### config.mk
export PLATFORM = sky130hd
export DESIGN_NAME = paged_slot_allocator
export DESIGN_NICKNAME = d
export VERILOG_FILES = /design/src/design/psa_pkg.sv /design/src/design/psa_ram.sv /design/src/design/psa_engine.sv /design/src/design/paged_slot_allocator.sv
export SDC_FILE = /design/constraint.sdc
export NUM_CORES = 1
export LEC_CHECK = 0
export BUFFER_PORTS_ARGS = -buffer_cell sky130_fd_sc_hd__buf_2
export CAP_MARGIN = 25
export CORE_ASPECT_RATIO = 0.7
export CORE_MARGIN = 2
export CORE_UTILIZATION = 45
export DETAILED_ROUTE_END_ITERATION = 6
export HOLD_SLACK_MARGIN = 0.02
export SETUP_SLACK_MARGIN = 0.05
export SLEW_MARGIN = 5
export SYNTH_ARGS = -nofsm -noshare
export SYNTH_HDL_FRONTEND = slang
export SYNTH_SLANG_ARGS = --single-unit
export TNS_END_PERCENT = 20
### constraint.sdc
create_clock -name clk -period 9.4 [get_ports clk]
set_clock_uncertainty 0.1 [all_clocks]
set_input_delay 0.94 -clock clk [delete_from_list [all_inputs] [get_ports clk]]
set_output_delay 0.94 -clock clk [all_outputs]
set_load 0.02 [all_outputs]
### src/design/psa_pkg.sv
// Shared types and constants for the paged slot allocator.
// No dependencies; imported by every design file except psa_ram.
package psa_pkg;

  localparam int SLOT_W         = 12;
  localparam int SPP_W          = 9;
  localparam int DEF_MAX_PAGES  = 16;
  localparam int DEF_MAX_SPP    = 256;
  localparam int DEF_FREE_DEPTH = 64;

  localparam logic [SPP_W-1:0] SPP_RESET = 9'd256;

  typedef enum logic {
    ACT_ALLOC   = 1'b0,
    ACT_RELEASE = 1'b1
  } action_t;

  typedef enum logic [1:0] {
    ST_DONE       = 2'd0,
    ST_DUP        = 2'd1,
    ST_NO_PAGE    = 2'd2,
    ST_STACK_FULL = 2'd3
  } status_t;

  typedef struct packed {
    logic [SLOT_W-1:0] slot;
    status_t           status;
  } psa_result_t;

endpackage

### src/design/psa_ram.sv
// Generic single-write, single-read synchronous RAM with registered read data.
// No dependencies.
module psa_ram #(
  parameter int WIDTH = 12,
  parameter int DEPTH = 64,
  localparam int AW   = (DEPTH > 1) ? $clog2(DEPTH) : 1
) (
  input  logic             clk,
  input  logic             we,
  input  logic [AW-1:0]    waddr,
  input  logic [WIDTH-1:0] wdata,
  input  logic             re,
  input  logic [AW-1:0]    raddr,
  output logic [WIDTH-1:0] rdata
);

  logic [WIDTH-1:0] mem [DEPTH];
  logic [WIDTH-1:0] rdata_r;

  always_ff @(posedge clk) begin
    if (we) begin
      mem[waddr] <= wdata;
    end
    if (re) begin
      rdata_r <= mem[raddr];
    end
  end

  assign rdata = rdata_r;

endmodule

### src/design/psa_engine.sv
// Allocator sequencer: counters, free stack in psa_ram, duplicate scan.
// Depends on psa_pkg and psa_ram.
module psa_engine #(
  parameter int MAX_PAGES          = psa_pkg::DEF_MAX_PAGES,
  parameter int MAX_SLOTS_PER_PAGE = psa_pkg::DEF_MAX_SPP,
  parameter int FREE_DEPTH         = psa_pkg::DEF_FREE_DEPTH
) (
  input  logic                         clk,
  input  logic                         rst_n,
  input  logic                         req_valid,
  output logic                         req_ready,
  input  logic                         req_action,
  input  logic [psa_pkg::SLOT_W-1:0]   req_slot,
  input  logic [psa_pkg::SPP_W-1:0]    spp,
  output logic                         res_valid,
  input  logic                         res_ready,
  output psa_pkg::psa_result_t         res
);
  import psa_pkg::*;

  localparam int CW = $clog2(FREE_DEPTH + 1);
  localparam int AW = (FREE_DEPTH > 1) ? $clog2(FREE_DEPTH) : 1;
  localparam int PW = $clog2(MAX_PAGES + 1);
  localparam logic [SPP_W-1:0] MSPP   = SPP_W'(MAX_SLOTS_PER_PAGE);
  localparam logic [CW-1:0]    FDEPTH = CW'(FREE_DEPTH);
  localparam logic [PW-1:0]    MPAGES = PW'(MAX_PAGES);

  typedef enum logic [2:0] {
    S_IDLE, S_EXEC, S_POP, S_SCAN, S_DECIDE, S_RESULT
  } state_t;

  state_t            state_r,    state_nxt;
  action_t           act_r,      act_nxt;
  logic [SLOT_W-1:0] slot_r,     slot_nxt;
  logic [CW-1:0]     free_cnt_r, free_cnt_nxt;
  logic [PW-1:0]     page_cnt_r, page_cnt_nxt;
  logic [SPP_W-1:0]  fill_cnt_r, fill_cnt_nxt;
  logic [CW-1:0]     scan_idx_r, scan_idx_nxt;
  logic              found_r,    found_nxt;
  psa_result_t       res_r,      res_nxt;

  logic              ram_we, ram_re;
  logic [AW-1:0]     ram_waddr, ram_raddr;
  logic [SLOT_W-1:0] ram_wdata, ram_rdata;

  logic [SPP_W-1:0]  eff_spp;
  logic [CW-1:0]     fc_m1;
  logic              page_full;
  logic [PW-1:0]     page_use;
  logic [SPP_W-1:0]  fill_use;
  logic [SLOT_W-1:0] bump_slot, last_slot;

  function automatic logic [SLOT_W-1:0] slot_of(input logic [PW-1:0] page,
                                                 input logic [SPP_W-1:0] off);
    logic [31:0] base;
    base = 32'(page) * 32'(MAX_SLOTS_PER_PAGE);
    return base[SLOT_W-1:0] + SLOT_W'(off);
  endfunction

  psa_ram #(.WIDTH(SLOT_W), .DEPTH(FREE_DEPTH)) u_free_ram (
    .clk   (clk),
    .we    (ram_we),
    .waddr (ram_waddr),
    .wdata (ram_wdata),
    .re    (ram_re),
    .raddr (ram_raddr),
    .rdata (ram_rdata)
  );

  always_comb begin
    if (spp == '0) begin
      eff_spp = SPP_W'(1);
    end else if (spp > MSPP) begin
      eff_spp = MSPP;
    end else begin
      eff_spp = spp;
    end
    fc_m1     = free_cnt_r - CW'(1);
    page_full = (fill_cnt_r >= eff_spp);
    page_use  = page_full ? page_cnt_r + PW'(1) : page_cnt_r;
    fill_use  = page_full ? '0 : fill_cnt_r;
    bump_slot = slot_of(page_use - PW'(1), fill_use);
    last_slot = slot_of(page_cnt_r - PW'(1), fill_cnt_r - SPP_W'(1));
  end

  always_comb begin
    state_nxt    = state_r;
    act_nxt      = act_r;
    slot_nxt     = slot_r;
    free_cnt_nxt = free_cnt_r;
    page_cnt_nxt = page_cnt_r;
    fill_cnt_nxt = fill_cnt_r;
    scan_idx_nxt = scan_idx_r;
    found_nxt    = found_r;
    res_nxt      = res_r;
    ram_re       = 1'b0;
    ram_raddr    = scan_idx_r[AW-1:0];
    ram_we       = 1'b0;
    ram_waddr    = free_cnt_r[AW-1:0];
    ram_wdata    = slot_r;

    unique case (state_r)
      S_IDLE: begin
        if (req_valid) begin
          act_nxt   = action_t'(req_action);
          slot_nxt  = req_slot;
          state_nxt = S_EXEC;
        end
      end
      S_EXEC: begin
        res_nxt   = '{slot: '0, status: ST_DONE};
        found_nxt = 1'b0;
        if (act_r == ACT_ALLOC) begin
          if (free_cnt_r != '0) begin
            ram_re       = 1'b1;
            ram_raddr    = fc_m1[AW-1:0];
            free_cnt_nxt = fc_m1;
            state_nxt    = S_POP;
          end else if (page_full && page_cnt_r >= MPAGES) begin
            res_nxt.status = ST_NO_PAGE;
            state_nxt      = S_RESULT;
          end else begin
            res_nxt.slot = bump_slot;
            page_cnt_nxt = page_use;
            fill_cnt_nxt = fill_use + SPP_W'(1);
            state_nxt    = S_RESULT;
          end
        end else if (free_cnt_r != '0) begin
          ram_re       = 1'b1;
          ram_raddr    = '0;
          scan_idx_nxt = CW'(1);
          state_nxt    = S_SCAN;
        end else begin
          state_nxt = S_DECIDE;
        end
      end
      S_POP: begin
        res_nxt.slot = ram_rdata;
        state_nxt    = S_RESULT;
      end
      S_SCAN: begin
        if (ram_rdata == slot_r) begin
          found_nxt = 1'b1;
        end
        if (scan_idx_r < free_cnt_r) begin
          ram_re       = 1'b1;
          scan_idx_nxt = scan_idx_r + CW'(1);
        end else begin
          state_nxt = S_DECIDE;
        end
      end
      S_DECIDE: begin
        state_nxt = S_RESULT;
        if (found_r) begin
          res_nxt.status = ST_DUP;
        end else if (fill_cnt_r != '0 && slot_r == last_slot) begin
          if (fill_cnt_r == SPP_W'(1)) begin
            if (page_cnt_r > PW'(1)) begin
              page_cnt_nxt = page_cnt_r - PW'(1);
              fill_cnt_nxt = eff_spp;
            end else begin
              fill_cnt_nxt = '0;
            end
          end else begin
            fill_cnt_nxt = fill_cnt_r - SPP_W'(1);
          end
        end else if (free_cnt_r >= FDEPTH) begin
          res_nxt.status = ST_STACK_FULL;
        end else begin
          ram_we       = 1'b1;
          free_cnt_nxt = free_cnt_r + CW'(1);
        end
      end
      S_RESULT: begin
        if (res_ready) begin
          state_nxt = S_IDLE;
        end
      end
      default: begin
        state_nxt = S_IDLE;
      end
    endcase
  end

  always_ff @(posedge clk) begin
    if (!rst_n) begin
      state_r    <= S_IDLE;
      free_cnt_r <= '0;
      page_cnt_r <= PW'(1);
      fill_cnt_r <= '0;
    end else begin
      state_r    <= state_nxt;
      free_cnt_r <= free_cnt_nxt;
      page_cnt_r <= page_cnt_nxt;
      fill_cnt_r <= fill_cnt_nxt;
    end
    act_r      <= act_nxt;
    slot_r     <= slot_nxt;
    scan_idx_r <= scan_idx_nxt;
    found_r    <= found_nxt;
    res_r      <= res_nxt;
  end

  assign req_ready = (state_r == S_IDLE);
  assign res_valid = (state_r == S_RESULT);
  assign res       = res_r;

endmodule

### src/design/paged_slot_allocator.sv
// Paged slot allocator top level; depends on psa_pkg and psa_engine.
// Steps from the accepting edge: an allocate from the current page passes EXEC and
// RESULT, a free-stack pop EXEC, POP and RESULT, and a release EXEC, a SCAN of the
// free-stack entries if any (one RAM read a cycle), DECIDE and RESULT.
// One request in work; the next is taken once its result has entered the output reg.
// Synchronous active-low reset: one page open, fill and free stack empty, spp 256.
module paged_slot_allocator #(
  parameter int MAX_PAGES          = psa_pkg::DEF_MAX_PAGES,
  parameter int MAX_SLOTS_PER_PAGE = psa_pkg::DEF_MAX_SPP,
  parameter int FREE_DEPTH         = psa_pkg::DEF_FREE_DEPTH
) (
  input  logic                       clk,
  input  logic                       rst_n,
  input  logic                       in_valid,
  output logic                       in_ready,
  input  logic                       in_action,
  input  logic [psa_pkg::SLOT_W-1:0] in_slot_in,
  output logic                       out_valid,
  input  logic                       out_ready,
  output logic [psa_pkg::SLOT_W-1:0] out_slot_out,
  output logic [1:0]                 out_status,
  input  logic                       cfg_valid,
  output logic                       cfg_ready,
  input  logic [psa_pkg::SPP_W-1:0]  cfg_slots_per_page
);
  import psa_pkg::*;

  logic [SPP_W-1:0]  spp_r, spp_nxt;
  logic              out_valid_r, out_valid_nxt;
  psa_result_t       out_r, out_nxt;
  logic              res_valid, res_ready;
  psa_result_t       res;

  psa_engine #(
    .MAX_PAGES          (MAX_PAGES),
    .MAX_SLOTS_PER_PAGE (MAX_SLOTS_PER_PAGE),
    .FREE_DEPTH         (FREE_DEPTH)
  ) u_engine (
    .clk        (clk),
    .rst_n      (rst_n),
    .req_valid  (in_valid),
    .req_ready  (in_ready),
    .req_action (in_action),
    .req_slot   (in_slot_in),
    .spp        (spp_r),
    .res_valid  (res_valid),
    .res_ready  (res_ready),
    .res        (res)
  );

  assign res_ready = !out_valid_r || out_ready;
  assign cfg_ready = 1'b1;

  always_comb begin
    spp_nxt       = cfg_valid ? cfg_slots_per_page : spp_r;
    out_valid_nxt = out_valid_r;
    out_nxt       = out_r;
    if (res_valid && res_ready) begin
      out_valid_nxt = 1'b1;
      out_nxt       = res;
    end else if (out_ready) begin
      out_valid_nxt = 1'b0;
    end
  end

  always_ff @(posedge clk) begin
    if (!rst_n) begin
      spp_r       <= SPP_RESET;
      out_valid_r <= 1'b0;
    end else begin
      spp_r       <= spp_nxt;
      out_valid_r <= out_valid_nxt;
    end
    out_r <= out_nxt;
  end

  assign out_valid    = out_valid_r;
  assign out_slot_out = out_r.slot;
  assign out_status   = out_r.status;

endmodule

==> metrics.cfg <==
[synthesis]
seq_area_frac_synth=0.7048
synth_ff_type=edfxtp_1
synth-edff-count=829
avgSynthCellArea_um2=14.25
postSynthCellCount=2546
syn_area_um2=36290
synth-warning-count=0
ys_types=79
ys_async_sr_fraction=0
synthesis.nets=2605
synth-seq-cells=863

[critical_path]
timing.rr.end=u_engine.u_free_ram.mem[55][11]
max_stage_delay_ns=0.91
cp_common_cell=xnor2_1
reg2reg_depth=15
crit_arrival_ns=5.74
cp_slowest_cell=nor2_1
crit_type=reg -> reg
cp_max_fo=12
reg2reg_slack_ns=3.83
path_cells=nor4_1 > nand2_1 > or3_1 > xnor2_1 > ha_1 > ha_1 > xnor2_1 > xnor2_1 > or4_1 > a211o_1 > nor2_1 > nor3_1 > buf_4 > nand3_1 > nor2_1
endpoint_kind=flip-flop
startpoint_type=flip-flop
critPathRequiredTime_ns=9.57
reg2reg_from=u_engine.fill_cnt_r[2]

[route]
drtAntennaViolNets=0
via_count=22721
firstDrtPassIters=6
drc=0
wl_per_cell_um=27.71
viasPerCell=6.075
wl_um=103600
drt_iter0_drc=3361

[power]
swShare=0.4091
p_comb_frac=0.415
p_sw_mw=5.749
ir_worst_vdd_mv=0.4820
clkPwrFrac=0.242
seq_power_share=0.343
p_per_area_nw_per_um2=345.1
intPower_mw=8.304
leakage_nw=13.43

[global_routing]
grt_overflow_total=0
grt_max_degree=207
grt_pass1_wl_um=148800
antenna_found_initial=5
grt_usage=0.2467
grt_pass1_vias=21153

[clocking]
clockBufferDepth=3
cts-root-buf=clkbuf_16
cts_resized=0
path_clk_slew_ns=0.07
post_cts.repair.setup_buffers=0
cts_tree=done
ctsHtreeMaxLevel=3
cts_hold_buf=0
clock_latency_ns=0.66
clock_sinks=863
numCtsBuffers=82

[final_layout]
areaGrowthSynthToFinish_pct=12.22
stdcell_count=3740
nNetsFinal=2667
drive_gt1_frac=0.1255
post-route-util=0.5076

[outcome]
outcome=completed

[timing]
post-route-min-period_ns=5.570
setup_tns_ns=0
finalSetupViolCount=0
period_share=0.5925
holdWs_ns=0.3111
drv_slew=0
rsz0062_at_grt=false
hold_viol_final=0
tightest_slew_ns=1.444
maxSlewHeadroom=0.03718
fmax_mhz=179.5

[floorplanning]
fp.dieH_um=241.6
rows=87
die-area_um2=82960
core_um2=80230
die_w_um=343.4
start_util=0.4523
num_io_pins=44

[placed_design]
numPortBuffers=42
dp_hpwl_um=64340
dp.cells=3568
gp_congestion=0.9314

[worst_hold_path]
hold_path.startpoint=u_engine.res[0]
holdPathStages=0
min_path_type=reg -> reg
worstHoldEndpoint=out_status[0]

[flow_run]
maxCapViolCount=0

-- sequential cells by signal, summed over array words and instances (netlist names), 5 cells and up --
register	count
u_engine.scan_idx_r	7
u_engine.res	14
u_engine.u_free_ram.mem	768
u_engine.u_free_ram.rdata	12
u_engine.ram_wdata	12
out_slot_out	12
u_engine.page_cnt_r	5
spp_r	9
u_engine.fill_cnt_r	9
u_engine.free_cnt_r	7
-- area by class of cell --
cell class	instances	area [µm²]
inverters	26	97.59
multi-input cells	1498	10000
clock buffers	100	2141
repair buffers	137	991.0
flip-flops and latches	863	25570
diodes	2	5.005
well taps	1068	1336
fillers	6684	39510
clock inverters	46	574.3
-- kinds of logic after synthesis --
kind of cell	synth area share
muxes	0.06217
other	0.0001033
DFF	0.7048
AOI/OAI and AO/OA	0.08355
adders and majority gates	0.01103
and+or+nand+nor	0.1025
buffers and inverters	0.02217
xor gates and xnor gates	0.01369
-- layout by cell type, fill, tap and decap left out, types with 41 or more instances in the layout --
cell,synthesis,layout
clkbuf_16,0,83
mux2i_1,171,169
nor2_1,117,117
o2111ai_1,41,41
o21ai_0,56,56
buf_4,9,85
a211oi_1,41,41
nand2_1,323,321
a21oi_1,50,50
edfxtp_1,829,829
buf_2,43,42
a32oi_1,48,48
nand4_1,52,52
nand3_1,167,167
-- critical path, delay by kind of cell, from the launching register on --
| kind | cells | cell delay (ns) |
|---|---|---|
| xor+xnor | 3 | 0.48 |
| compound gates | 1 | 0.15 |
| simple gates | 8 | 3.30 |
| fa+ha+maj | 2 | 0.45 |
| buf+inv | 1 | 0.24 |
| flops | 1 | 0.44 |
-- power groups by stage --
| stage | Sequential, mW | Clock (mW) | Combinational (mW) |
|---|---|---|---|
| 3_3_place_gp | 4.89 | 0 | 5.63 |
| 3_5_place_dp | 4.89 | 0 | 5.67 |
| 2_1_floorplan | 4.87 | 0 | 3.62 |
| 6_report | 4.82 | 3.40 | 5.83 |
| 5_1_grt | 4.83 | 3.59 | 6.18 |
| 4_1_cts | 4.81 | 3.45 | 5.69 |
-- routing by layer --
layer | vias to the layer above | part of all wire | global-route usage
li1 | 9979 | - | -
met1 | 11441 | 0.43 | 0.3760
met2 | 1154 | 0.44 | 0.3577
met3 | 147 | 0.11 | 0.05928
met4 | 0 | 0.023 | 0.05471
met5 | - | 0 | 0
-- through the flow --
step	worst slack (ns)	total power [mW]	cell area [µm²]
after floorplan	4.856	8.495	36290
after global placement	3.417	10.52	37690
after detailed placement	3.940	10.56	37810
after CTS	3.901	13.94	40530
after global routing	3.481	14.59	40720
final	3.830	14.05	40720
-- synth_stat cells, types with 41 or more instances --
library cell	instances	area share
o2111ai_1	41	0.0099
edfxtp_1	829	0.69
buf_2	43	0.0059
a211oi_1	41	0.0085
nor2_1	117	0.012
o21ai_0	56	0.0077
clkbuf_1	95	0.0098
nand3_1	167	0.023
nand2_1	323	0.033
mux2i_1	171	0.047
a21oi_1	50	0.0069
a32oi_1	48	0.012
nand4_1	52	0.0090
-- how the worst max path moves through the flow --
stage	start	endpoint	depth (start not counted)
floorplan	u_engine.fill_cnt_r[3]	u_engine.u_free_ram.mem[24][0]	14
global placement	u_engine.fill_cnt_r[2]	u_engine.u_free_ram.mem[52][6]	14
detailed placement	u_engine.fill_cnt_r[2]	u_engine.u_free_ram.mem[54][2]	15
CTS	u_engine.fill_cnt_r[2]	u_engine.u_free_ram.mem[54][3]	15
global route	u_engine.fill_cnt_r[2]	u_engine.u_free_ram.mem[55][0]	15
finish	u_engine.fill_cnt_r[2]	u_engine.u_free_ram.mem[55][11]	15
Power figures use the tool's default switching activity.
